`src/rtl/pss_pkg.sv`:
```
`timescale 1ns / 1ps
`default_nettype none
// ----------------------------------------------------------------------------
// pss_pkg: shared types and constants of the physics substep scheduler
// Sequencer states, configuration register indexes and reset values.
// ----------------------------------------------------------------------------
package pss_pkg;

  localparam int unsigned CFG_IDX_W  = 3;
  localparam int unsigned CFG_DATA_W = 32;
  localparam int unsigned FRAME_W    = 32;
  localparam int unsigned STEP_W     = 32;
  localparam int unsigned COUNT_W    = 8;
  localparam int unsigned PROD_W     = STEP_W + COUNT_W;

  // Configuration register indexes
  localparam logic [CFG_IDX_W-1:0] CFG_MODE_VARIABLE = 3'd0;
  localparam logic [CFG_IDX_W-1:0] CFG_FIXED_STEP    = 3'd1;
  localparam logic [CFG_IDX_W-1:0] CFG_MIN_STEP      = 3'd2;
  localparam logic [CFG_IDX_W-1:0] CFG_MAX_STEP      = 3'd3;
  localparam logic [CFG_IDX_W-1:0] CFG_MAX_SUBSTEPS  = 3'd4;

  // Reset values (1/80 s and 1/40 s in 2^-24 s units)
  localparam logic               RST_MODE_VARIABLE = 1'b1;
  localparam logic [STEP_W-1:0]  RST_FIXED_STEP    = 32'd209715;
  localparam logic [STEP_W-1:0]  RST_MIN_STEP      = 32'd209715;
  localparam logic [STEP_W-1:0]  RST_MAX_STEP      = 32'd419430;
  localparam logic [COUNT_W-1:0] RST_MAX_SUBSTEPS  = 8'd8;

  typedef enum logic [3:0] {
    ST_IDLE,
    ST_ACCUM,
    ST_CHECK,
    ST_DIV_COUNT,
    ST_COUNT,
    ST_DIV_LEN,
    ST_LENGTH,
    ST_MULT,
    ST_SUB,
    ST_DONE
  } pss_state_t;

endpackage
`default_nettype wire

```
`src/rtl/pss_div.sv`:
```
`timescale 1ns / 1ps
`default_nettype none
// ----------------------------------------------------------------------------
// pss_div: iterative restoring divider
// One quotient bit per cycle; done pulses for one cycle with the last bit.
// ----------------------------------------------------------------------------
module pss_div #(
  parameter int unsigned W = 32
) (
  input  wire logic         clk,
  input  wire logic         rst_n,
  input  wire logic         start,
  input  wire logic [W-1:0] dividend,
  input  wire logic [W-1:0] divisor,
  output logic              done,
  output logic [W-1:0]      quotient,
  output logic [W-1:0]      remainder
);

  localparam int unsigned CNT_W = $clog2(W);

  logic             busy_r;
  logic             done_r;
  logic [CNT_W-1:0] cnt_r;
  logic [W-1:0]     rem_r;
  logic [W-1:0]     quo_r;
  logic [W-1:0]     dvs_r;

  logic [W:0]       trial;
  logic             fits;
  logic [W-1:0]     rem_nxt;
  logic [W-1:0]     quo_nxt;

  always_comb begin
    trial   = {rem_r, quo_r[W-1]};
    fits    = (trial >= {1'b0, dvs_r});
    rem_nxt = fits ? W'(trial - {1'b0, dvs_r}) : trial[W-1:0];
    quo_nxt = {quo_r[W-2:0], fits};
  end

  always_ff @(posedge clk) begin
    if (!rst_n) begin
      busy_r <= 1'b0;
      done_r <= 1'b0;
      cnt_r  <= '0;
    end else begin
      done_r <= 1'b0;
      if (start) begin
        busy_r <= 1'b1;
        cnt_r  <= '0;
      end else if (busy_r) begin
        cnt_r <= cnt_r + 1'b1;
        if (cnt_r == CNT_W'(W - 1)) begin
          busy_r <= 1'b0;
          done_r <= 1'b1;
        end
      end
    end
  end

  always_ff @(posedge clk) begin
    if (start) begin
      rem_r <= '0;
      quo_r <= dividend;
      dvs_r <= divisor;
    end else if (busy_r) begin
      rem_r <= rem_nxt;
      quo_r <= quo_nxt;
    end
  end

  assign done      = done_r;
  assign quotient  = quo_r;
  assign remainder = rem_r;

endmodule
`default_nettype wire

```
`src/rtl/physics_substep_scheduler.sv`:
```
`timescale 1ns / 1ps
`default_nettype none
// ----------------------------------------------------------------------------
// physics_substep_scheduler: fixed timestep accumulator
// Turns per-frame elapsed time into a substep count and substep length.
// ----------------------------------------------------------------------------
// Usage:
//   Input channel (in_valid/in_ready, in_frame_time) takes one frame time per
//   transfer. The result channel (out_valid/out_ready) returns one transfer of
//   out_substep_count and out_substep_length per input, in order.
//   Configuration registers are written through cfg_wr_en/cfg_index/
//   cfg_wr_data; the user must write them only while the block is idle, as
//   the block has no check for it. They take effect on the next frame.
//   One shared restoring divider produces one quotient bit per cycle. A frame
//   runs accumulate, threshold check, the count division, and in variable mode
//   the length division, then multiply and subtract; the divider width is
//   W = max(TIME_BITS, 32). Below the threshold the frame goes straight from
//   the check to the result, and a zero count skips the remaining steps.
//   in_ready returns in the cycle after the result loads, so a new frame is
//   accepted only once the previous one has loaded its result.
// Reset and stalls:
//   Reset clears the accumulator and loads the default register values. The
//   output register holds a result while out_ready is low; the next frame is
//   accepted meanwhile and waits in the final state until the slot frees.
// ----------------------------------------------------------------------------
module physics_substep_scheduler #(
  parameter int unsigned TIME_BITS = 32
) (
  input  wire logic                           clk,
  input  wire logic                           rst_n,
  // configuration
  input  wire logic                           cfg_wr_en,
  input  wire logic [pss_pkg::CFG_IDX_W-1:0]  cfg_index,
  input  wire logic [pss_pkg::CFG_DATA_W-1:0] cfg_wr_data,
  // frame time input
  input  wire logic                           in_valid,
  output logic                                in_ready,
  input  wire logic [pss_pkg::FRAME_W-1:0]    in_frame_time,
  // substep result
  output logic                                out_valid,
  input  wire logic                           out_ready,
  output logic [pss_pkg::COUNT_W-1:0]         out_substep_count,
  output logic [pss_pkg::STEP_W-1:0]          out_substep_length
);

  localparam int unsigned STEP_W  = pss_pkg::STEP_W;
  localparam int unsigned COUNT_W = pss_pkg::COUNT_W;
  localparam int unsigned FRAME_W = pss_pkg::FRAME_W;
  localparam int unsigned PROD_W  = pss_pkg::PROD_W;
  localparam int unsigned W       = (TIME_BITS > STEP_W) ? TIME_BITS : STEP_W;
  localparam int unsigned PW      = (TIME_BITS > pss_pkg::PROD_W) ? TIME_BITS
                                                                  : pss_pkg::PROD_W;
  localparam logic [W:0]  TIME_MAX = (W+1)'({TIME_BITS{1'b1}});

  // configuration registers
  logic                 mode_variable_r;
  logic [STEP_W-1:0]    fixed_step_r;
  logic [STEP_W-1:0]    min_step_r;
  logic [STEP_W-1:0]    max_step_r;
  logic [COUNT_W-1:0]   max_substeps_r;

  // sequencer and datapath
  pss_pkg::pss_state_t  state_r, state_nxt;
  logic [TIME_BITS-1:0] acc_r, acc_nxt;
  logic [FRAME_W-1:0]   ft_r;
  logic [COUNT_W-1:0]   count_r, count_nxt;
  logic [STEP_W-1:0]    len_r, len_nxt;
  logic [pss_pkg::PROD_W-1:0] prod_r;
  logic                 out_valid_r, out_valid_nxt;
  logic [COUNT_W-1:0]   out_count_r;
  logic [STEP_W-1:0]    out_len_r;
  logic                 out_load;

  // step selection
  logic [STEP_W-1:0]    step_raw;
  logic [STEP_W-1:0]    step;
  logic [STEP_W-1:0]    threshold;
  logic [W-1:0]         step_w;

  // accumulate
  logic [W-1:0]         acc_base;
  logic [W:0]           acc_sum;

  // count forming
  logic [W:0]           count_full;

  // divider
  logic                 div_start;
  logic [W-1:0]         div_divisor;
  logic                 div_done;
  logic [W-1:0]         div_quo;
  logic [W-1:0]         div_rem;

  logic [PW-1:0]        acc_diff;

  always_comb begin
    step_raw  = mode_variable_r ? max_step_r : fixed_step_r;
    step      = (step_raw == '0) ? STEP_W'(1) : step_raw;
    threshold = mode_variable_r ? min_step_r : step;
    step_w    = W'(step);
  end

  // Clear on overrun, then add with saturation at the accumulator width.
  always_comb begin
    acc_base = (W'(acc_r) > step_w) ? '0 : W'(acc_r);
    acc_sum  = (W+1)'(acc_base) + (W+1)'(ft_r);
    if (acc_sum > TIME_MAX) begin
      acc_sum = TIME_MAX;
    end
  end

  // Round up in variable mode when the division leaves a remainder.
  always_comb begin
    count_full = (W+1)'(div_quo)
               + (W+1)'(mode_variable_r && (div_rem != '0));
  end

  assign acc_diff = PW'(acc_r) - PW'(prod_r);

  // -------------------------------------------------------------------------
  // Configuration writes
  // -------------------------------------------------------------------------
  always_ff @(posedge clk) begin
    if (!rst_n) begin
      mode_variable_r <= pss_pkg::RST_MODE_VARIABLE;
      fixed_step_r    <= pss_pkg::RST_FIXED_STEP;
      min_step_r      <= pss_pkg::RST_MIN_STEP;
      max_step_r      <= pss_pkg::RST_MAX_STEP;
      max_substeps_r  <= pss_pkg::RST_MAX_SUBSTEPS;
    end else if (cfg_wr_en) begin
      unique case (cfg_index)
        pss_pkg::CFG_MODE_VARIABLE: mode_variable_r <= cfg_wr_data[0];
        pss_pkg::CFG_FIXED_STEP:    fixed_step_r    <= cfg_wr_data[STEP_W-1:0];
        pss_pkg::CFG_MIN_STEP:      min_step_r      <= cfg_wr_data[STEP_W-1:0];
        pss_pkg::CFG_MAX_STEP:      max_step_r      <= cfg_wr_data[STEP_W-1:0];
        pss_pkg::CFG_MAX_SUBSTEPS:  max_substeps_r  <= cfg_wr_data[COUNT_W-1:0];
        default: begin
          // drop writes past the register list
        end
      endcase
    end
  end

  // -------------------------------------------------------------------------
  // Sequencer: next state
  // -------------------------------------------------------------------------
  always_comb begin
    state_nxt = state_r;
    unique case (state_r)
      pss_pkg::ST_IDLE: begin
        if (in_valid) begin
          state_nxt = pss_pkg::ST_ACCUM;
        end
      end
      pss_pkg::ST_ACCUM: begin
        state_nxt = pss_pkg::ST_CHECK;
      end
      pss_pkg::ST_CHECK: begin
        state_nxt = (W'(acc_r) < W'(threshold)) ? pss_pkg::ST_DONE
                                                : pss_pkg::ST_DIV_COUNT;
      end
      pss_pkg::ST_DIV_COUNT: begin
        if (div_done) begin
          state_nxt = pss_pkg::ST_COUNT;
        end
      end
      pss_pkg::ST_COUNT: begin
        priority if (count_nxt == '0) begin
          state_nxt = pss_pkg::ST_DONE;
        end else if (mode_variable_r) begin
          state_nxt = pss_pkg::ST_DIV_LEN;
        end else begin
          state_nxt = pss_pkg::ST_MULT;
        end
      end
      pss_pkg::ST_DIV_LEN: begin
        if (div_done) begin
          state_nxt = pss_pkg::ST_LENGTH;
        end
      end
      pss_pkg::ST_LENGTH: begin
        state_nxt = pss_pkg::ST_MULT;
      end
      pss_pkg::ST_MULT: begin
        state_nxt = pss_pkg::ST_SUB;
      end
      pss_pkg::ST_SUB: begin
        state_nxt = pss_pkg::ST_DONE;
      end
      pss_pkg::ST_DONE: begin
        if (!out_valid_r || out_ready) begin
          state_nxt = pss_pkg::ST_IDLE;
        end
      end
      default: begin
        state_nxt = pss_pkg::ST_IDLE;
      end
    endcase
  end

  // -------------------------------------------------------------------------
  // Sequencer: outputs and datapath next values
  // -------------------------------------------------------------------------
  always_comb begin
    in_ready      = (state_r == pss_pkg::ST_IDLE);
    div_start     = 1'b0;
    div_divisor   = step_w;
    acc_nxt       = acc_r;
    count_nxt     = count_r;
    len_nxt       = len_r;
    out_load      = 1'b0;
    out_valid_nxt = out_valid_r && !out_ready;

    unique case (state_r)
      pss_pkg::ST_ACCUM: begin
        acc_nxt = acc_sum[TIME_BITS-1:0];
      end
      pss_pkg::ST_CHECK: begin
        // start count division, or answer zero below the threshold
        count_nxt = '0;
        len_nxt   = '0;
        if (W'(acc_r) >= W'(threshold)) begin
          div_start = 1'b1;
        end
      end
      pss_pkg::ST_COUNT: begin
        // cap the count, then divide the accumulator by it in variable mode
        count_nxt = (count_full > (W+1)'(max_substeps_r)) ? max_substeps_r
                                                           : count_full[COUNT_W-1:0];
        len_nxt   = (count_nxt == '0) ? '0 : step;
        div_divisor = W'(count_nxt);
        if ((count_nxt != '0) && mode_variable_r) begin
          div_start = 1'b1;
        end
      end
      pss_pkg::ST_LENGTH: begin
        len_nxt = (div_quo > step_w) ? step : div_quo[STEP_W-1:0];
      end
      pss_pkg::ST_SUB: begin
        acc_nxt = acc_diff[TIME_BITS-1:0];
      end
      pss_pkg::ST_DONE: begin
        if (!out_valid_r || out_ready) begin
          out_load      = 1'b1;
          out_valid_nxt = 1'b1;
        end
      end
      default: begin
        // hold
      end
    endcase
  end

  // -------------------------------------------------------------------------
  // Registers
  // -------------------------------------------------------------------------
  always_ff @(posedge clk) begin
    if (!rst_n) begin
      state_r     <= pss_pkg::ST_IDLE;
      acc_r       <= '0;
      out_valid_r <= 1'b0;
    end else begin
      state_r     <= state_nxt;
      acc_r       <= acc_nxt;
      out_valid_r <= out_valid_nxt;
    end
  end

  always_ff @(posedge clk) begin
    if (in_valid && in_ready) begin
      ft_r <= in_frame_time;
    end
    count_r <= count_nxt;
    len_r   <= len_nxt;
    if (state_r == pss_pkg::ST_MULT) begin
      prod_r <= PROD_W'(count_r) * PROD_W'(len_r);
    end
    if (out_load) begin
      out_count_r <= count_r;
      out_len_r   <= len_r;
    end
  end

  // -------------------------------------------------------------------------
  // Shared divider: accumulator / step, then accumulator / count
  // -------------------------------------------------------------------------
  pss_div #(
    .W (W)
  ) u_div (
    .clk       (clk),
    .rst_n     (rst_n),
    .start     (div_start),
    .dividend  (W'(acc_r)),
    .divisor   (div_divisor),
    .done      (div_done),
    .quotient  (div_quo),
    .remainder (div_rem)
  );

  assign out_valid          = out_valid_r;
  assign out_substep_count  = out_count_r;
  assign out_substep_length = out_len_r;

endmodule
`default_nettype wire
```
`config.mk`:
```
export PLATFORM = sky130hd
export DESIGN_NAME = physics_substep_scheduler
export DESIGN_NICKNAME = d
export VERILOG_FILES = /design/src/rtl/pss_pkg.sv /design/src/rtl/pss_div.sv /design/src/rtl/physics_substep_scheduler.sv
export SDC_FILE = /design/constraint.sdc
export NUM_CORES = 2
export LEC_CHECK = 0
export ABC_CLOCK_PERIOD_IN_PS = 17090
export BUFFER_PORTS_ARGS = -buffer_cell sky130_fd_sc_hd__buf_2
export CAP_MARGIN = 20
export CORE_UTILIZATION = 49
export CTS_CLUSTER_DIAMETER = 200
export CTS_CLUSTER_SIZE = 28
export DETAILED_ROUTE_END_ITERATION = 10
export GPL_TIMING_DRIVEN = 0
export PLACE_DENSITY = 0.7
export SETUP_SLACK_MARGIN = 0.1
export SLEW_MARGIN = 40
export SYNTH_ARGS = -nofsm -noshare
export SYNTH_HDL_FRONTEND = slang
export SYNTH_SLANG_ARGS = --single-unit
export TNS_END_PERCENT = 20
```
`constraint.sdc`:
```
create_clock -name clk -period 17.09 [get_ports clk]
set_clock_uncertainty 0.05 [all_clocks]
set_input_delay 1.709 -clock clk [delete_from_list [all_inputs] [get_ports clk]]
set_output_delay 1.709 -clock clk [all_outputs]
set_load 0.05 [all_outputs]
```
; After elaboration in Yosys (flattened, before gate mapping)
; Cells that the tools add are included.
[word_totals]
register_bits = 389
in_bits = 72
[classes]
n_addsub = 5
mul = 1
order_cmp = 7
n_eq_ne = 18
mux = 34
bitwise = 2
reduce_logical = 25
[op_table]
columns = op, n
row1 = two-way mux 32 bit, 10
row2 = one-hot mux 32 bit (3 select lines), 1
row3 = > comparator 32 bit, 2
row4 = one-hot mux 32 bit (2 select lines), 1
row5 = subtractor 32 bit, 2
row6 = one-hot mux 4 bit (10 select lines), 1
row7 = adder 32 x 1 -> 33 bit, 1
row8 = adder 32 x 32 -> 33 bit, 1
row9 = greater-or-equal comparator 33 x 32 -> 1 bit, 1
row10 = > comparator 33 x 32 -> 1 bit (second input constant), 1
row11 = > comparator 33 x 8 -> 1 bit, 1
row12 = greater-or-equal comparator 32 bit, 1
row13 = logical NOT 32 bit, 1
row14 = < comparator 32 bit, 1
row15 = multiplier 8 x 32 -> 32 bit, 1
row16 = nonzero test 32 bit, 1
row17 = two-way mux 4 bit, 6
row18 = equality test 4 x 3 -> 1 bit (second input constant), 4
row19 = logical NOT 8 bit, 2
row20 = two-way mux 8 bit, 2
row21 = one-hot mux 8 bit (2 select lines), 1
row22 = two-way mux 1 bit, 10
row23 = AND reduction 2 bit, 5
row24 = equality test 4 x 2 -> 1 bit (second input constant), 2
row25 = other kinds (23), 33

; Longest topological paths before layout
[logic_depth]
word_depth = 10
mapped_depth = 34
mapped_depth_nobuf = 30

; By module
; Synthesis repeated with hierarchy kept, for this count alone.
[unflattened]
cells_unflattened = 3261
area_unflattened_um2 = 29817.3
[by_module_without_submodules]
columns = module, instances, cells_each, area_per_inst_um2, seq_area_each_um2
row1 = physics_substep_scheduler, 1, 2676, 23795.3, 7086.8
row2 = pss_div, 1, 585, 6022.0, 2702.6

; Worst setup path after synthesis
; No wires, ideal clock.
[synth_path]
path_type = register to register
start = register mode_variable_r
end = register acc_r[1]
setup_time_ns = 0.086
t_arrival_ns = 6.517
required_ns = 16.954
slack_ns = 10.437
path_stages_with_launch = 35
path_buffers = 6
synth_period_minus_slack_ns = 6.653
path_cell_list = dfxtp_1 clkbuf_1 buf_1 clkbuf_1 mux2i_1 nand4_1 nor4_1 nand2_1 nand2_1 ha_1 nor2b_1 o21a_1 o21a_1 o21a_1 o21a_1 o21a_1 o21a_1 o21ai_0 o2111ai_1 clkbuf_1 a21oi_1 ha_1 inv_1 fa_1 nor2b_1 o2111ai_1 nand3_1 a31o_2 a31oi_1 o31ai_1 a211o_1 clkbuf_1 clkbuf_1 o22ai_1 a211oi_1
[synth_via]
elab_chain_cells = 9
[synth_rtl]
columns = item, line_no
row1 = from (decl), physics_substep_scheduler.sv:56  ; logic mode_variable_r;
row2 = from (signal assigned), physics_substep_scheduler.sv:125  ; mode_variable_r <= pss_pkg::RST_MODE_VARIABLE;
row3 = from (signal assigned), physics_substep_scheduler.sv:132  ; pss_pkg::CFG_MODE_VARIABLE: mode_variable_r <= cfg_wr_data[0];
row4 = two-way mux 32 bit (*), physics_substep_scheduler.sv:97  ; step_raw = mode_variable_r ? max_step_r : fixed_step_r;
row5 = logical NOT 32 bit, physics_substep_scheduler.sv:98  ; step = (step_raw == '0) ? STEP_W'(1) : step_raw;
row6 = two-way mux 32 bit (*), physics_substep_scheduler.sv:98
row7 = > comparator 32 bit (*), physics_substep_scheduler.sv:105  ; acc_base = (W'(acc_r) > step_w) ? '0 : W'(acc_r);
row8 = two-way mux 32 bit (*), physics_substep_scheduler.sv:105
row9 = adder 32 x 32 -> 33 bit (*), physics_substep_scheduler.sv:106  ; acc_sum = (W+1)'(acc_base) + (W+1)'(ft_r);
row10 = > comparator 33 x 32 -> 1 bit, physics_substep_scheduler.sv:107  ; if (acc_sum > TIME_MAX) begin
row11 = two-way mux 32 bit (*), physics_substep_scheduler.sv:107
row12 = one-hot mux 32 bit (2 select lines) (*), physics_substep_scheduler.sv:214  ; unique case (state_r)
row13 = to (signal assigned), physics_substep_scheduler.sv:264  ; acc_r <= acc_nxt;
row14 = to (decl), physics_substep_scheduler.sv:64  ; logic [TIME_BITS-1:0] acc_r, acc_nxt;
; Every way passes the cells marked *; elsewhere a longest branch is shown, timed or not.
; A chain may end at the register's enable or synchronous reset.

; Final worst setup path
; Ends and elaborated chain as after synthesis.

==> results by group <==
Worst setup path
  • Worst Setup EP: acc_r[1]
  • Reg2reg end: acc_r[1]
  • CP required: roughly 18 ns
  • Critical path fanouts, max: 10
  • Critical R2R Launch: mode_variable_r
  • Crit Path Class: flop to flop
  • CP dominant cell by count: o21a_1
  • Critical path launch point: mode_variable_r
  • WP data arrival: 9.91 ns
  • Max stage delay on crit path: 0.85 ns
  • Worst setup SP type: flop
  • CP endpoint kind: flop
  • R2r worst-path depth: 34
  • Slowest stage cell, crit path: a21oi_2
  • R2R Setup Slk: ~7.7 ns

Floorplan
  • IO Count: around 110
  • Std-Cell Rows: 90
  • Core footprint: 0.0607 mm^2
  • Die footprint: ~0.063 mm^2
  • Initial Utilization: 49.9%
  • Die height: 251 um
  • Die X: 251 um

Global route
  • Initial antenna violation count: 5
  • Total grt overflow: 0
  • Largest net degree at the start of global routing: 42
  • First-pass GRT wire length: 145000 um
  • Number of global-route vias before repair: between 20000 and 25000
  • Tot GR Track Use: 30.1%

Flow run
  • Max cap viols: 0

Layout
  • Nets: 3990
  • Most common cell after layout, fill and taps aside: nand2_1
  • Area delta synth->final: 7.50%
  • Post-Layout Cell Count: 4309
  • Layout Utilization: between 50% and 60%
  • Share of post-route cells with drive strength above 1: 7.26%
  • Most frequent cells in the layout: nand2_1 (466), inv_1 (272), a21oi_1 (266)

Clock tree
  • Clk_lat worst skew: ~0.60 ns
  • Post-CTS Setup Inserts: 0
  • Clock Tree Root: clkbuf_16
  • Clock slew at reported path FFs: 0.14 ns
  • Hold buffer count at CTS: 0
  • Num CTS Buffers: 17
  • Clock buffer depth: 3
  • Clock sink count: 389
  • CTS tree: yes
  • H-tree depth: 1
  • Post-CTS Resized: 0

Synth
  • Post-Synthesis Cells: 3380
  • Post-Synthesis Cell Area: between 0.03 and 0.04 mm^2
  • Seq cells post-synth: 389
  • Largest family of logic cells by synthesized area: adder cells
  • Synth Area in Simple Gates: between 10% and 20%
  • Synth Area in Adders: 20.5%
  • Most used DFF post-synth: edfxtp_1
  • Ys Warns: 0
  • Compound-cell area share of the yosys netlist: 16.8%
  • Area contributors post-synth: edfxtp_1 (20%), dfxtp_1 (12%), fa_1 (11%), ha_1 (10%), nand2_1 (5.8%)
  • Distinct cells, synth: 83
  • Post-synth EDFFs: 200
  • Mux contribution to synthesized area: 2.48%
  • Syn Area/Cell: approximately 9.0 um^2
  • Area leader, netlist: edfxtp_1
  • Post-synth top area share: 19.8%
  • Post-synth ARST share: 0%
  • Post-Synth XOR/XNOR Area: 3.67%
  • Net Count, Synth: 3854
  • Seq/Total Area, Yosys: 32.3%

Timing
  • Max Slew Vio Count: 0
  • RSZ-0062 raised after global routing: false
  • Setup TNS Final: 0 ns
  • Final Hold Viols: 0
  • Setup Viol. Count Final: 0
  • Fmax: approximately 110 MHz
  • Minimum clock period: 9.44 ns
  • Slew Limit Headroom: 38.1%
  • Final period util: 55.2%
  • Least-Margin Pin Slew: just over 0.9 ns
  • Post-route setup slack: 7.65 ns

Hold path
  • Cells on Worst Hold Path: 0
  • Hold crit path type: flop to flop

Placed design
  • Port Buffer Count: 113
  • Dpl ws: 8.06 ns
  • DP Wirelength: 74300 um
  • Cells after DPL: 4279
  • Routability-driven placement congestion ratio: 1.02

Detailed routing
  • Initial DRC Count: 2784
  • First drt pass iteration count: 5
  • Remaining antenna violation count after routing: 0
  • WL/cell: 22.0 um
  • Drt drc: 0
  • Vias: 25917
  • Final WL: 94900 um
  • Vias per std cell: about 6.0

Power
  • Lkg Pwr: 14.0 nW
  • Worst VDD drop: 0.0736 mV
  • Pwr dens: about 110 mW/mm^2

Status
  • Status: finished, final reports clean
==> worst min-delay path by stage <==
stage / endpoint / startpoint
2_1_floorplan: out_substep_count[5] / count_r[5]
4_1_cts: fixed_step_r[14] / fixed_step_r[14]
3_3_place_gp: out_substep_count[6] / count_r[6]
6_report: out_substep_count[6] / count_r[6]
3_5_place_dp: out_substep_count[6] / count_r[6]
5_1_grt: fixed_step_r[20] / fixed_step_r[20]
==> per-stage QoR <==
step                instance area [um^2]  hold slack, ns  power, mW
floorplan                          30300           0.356       2.66
global placement                   31900           0.385       3.14
detailed placement                 32100           0.373       3.17
CTS                                32600           0.410       3.68
global route                       32600           0.428       3.95
finish                             32600           0.400       3.71
==> synth_stat cells (8+ instances only) <==
library cell and n:
ha_1 243, nor2b_1 56, nor4_1 55, a211oi_2 10, nand2_1 467, nand3_1 79
or2_2 9, a31oi_1 10, dfxtp_1 189, inv_1 272, xnor2_1 83, and4_1 11
o41ai_1 8, a21boi_0 32, a211o_1 34, a21oi_1 298, o21a_1 41, o221ai_1 22
a21o_1 69, mux2_2 33, edfxtp_1 200, xor2_1 44, a211oi_1 33, nand4_1 53
o211ai_1 20, fa_1 159, o31a_1 8, nor2_1 195, nand2b_1 26, a2111oi_0 8
clkbuf_1 141, o21ai_0 96, nor3_1 66, and2_1 125, and3_1 19, o21bai_1 19
mux2i_1 37
==> worst max-delay path, delay by kind of cell (launching register included) <==
family	cells	cell delay [ns]
adder cells (fa/ha/maj)	3	0.81
AND/OR/NAND/NOR	7	1.48
flip-flops	1	0.32
buffers and inverters	7	2.34
AO/OA/AOI/OAI	17	4.34
==> power by group <==
part	leakage [nW]	switching [mW]	internal (mW)
combinational	10.3	1.09	0.748
clock	0.230	0.320	0.192
sequential	3.40	0.228	1.13
total	14.0	1.64	2.07
==> layout make-up <==
cell class | count | area, um^2
sequential | 389 | 9790
clock inverter | 2 | 13.8
multi-input combinational | 2565 | 19100
antenna | 1 | 2.50
inverter | 274 | 1030
clock buffer | 27 | 463
tap | 782 | 978
buffer | 152 | 604
timing repair buffer | 117 | 651
fill | 5632 | 28100
==> logic make-up (layout without fill, tap and decap cells) <==
group                      Yosys count  after routing
and+or+nand+nor                   1189           1189
buffers and inverters              426            572
muxes                               71             71
xor gates and xnor gates           127            127
adders and majority gates          402            402
other                                0              1
DFF                                389            389
AOI/OAI and AO/OA                  776            776
==> metal layers <==
layer / up-vias / GRT usage (%) / share of wire [%]
li1: 12140 / - / -
met1: 12501 / 42.1 / 43
met2: 1089 / 46.7 / 44
met3: 183 / 4.32 / 8.3
met4: 4 / 12.0 / 4.5
met5: - / 0 / 0.024
(Power assumes the default switching activity.)
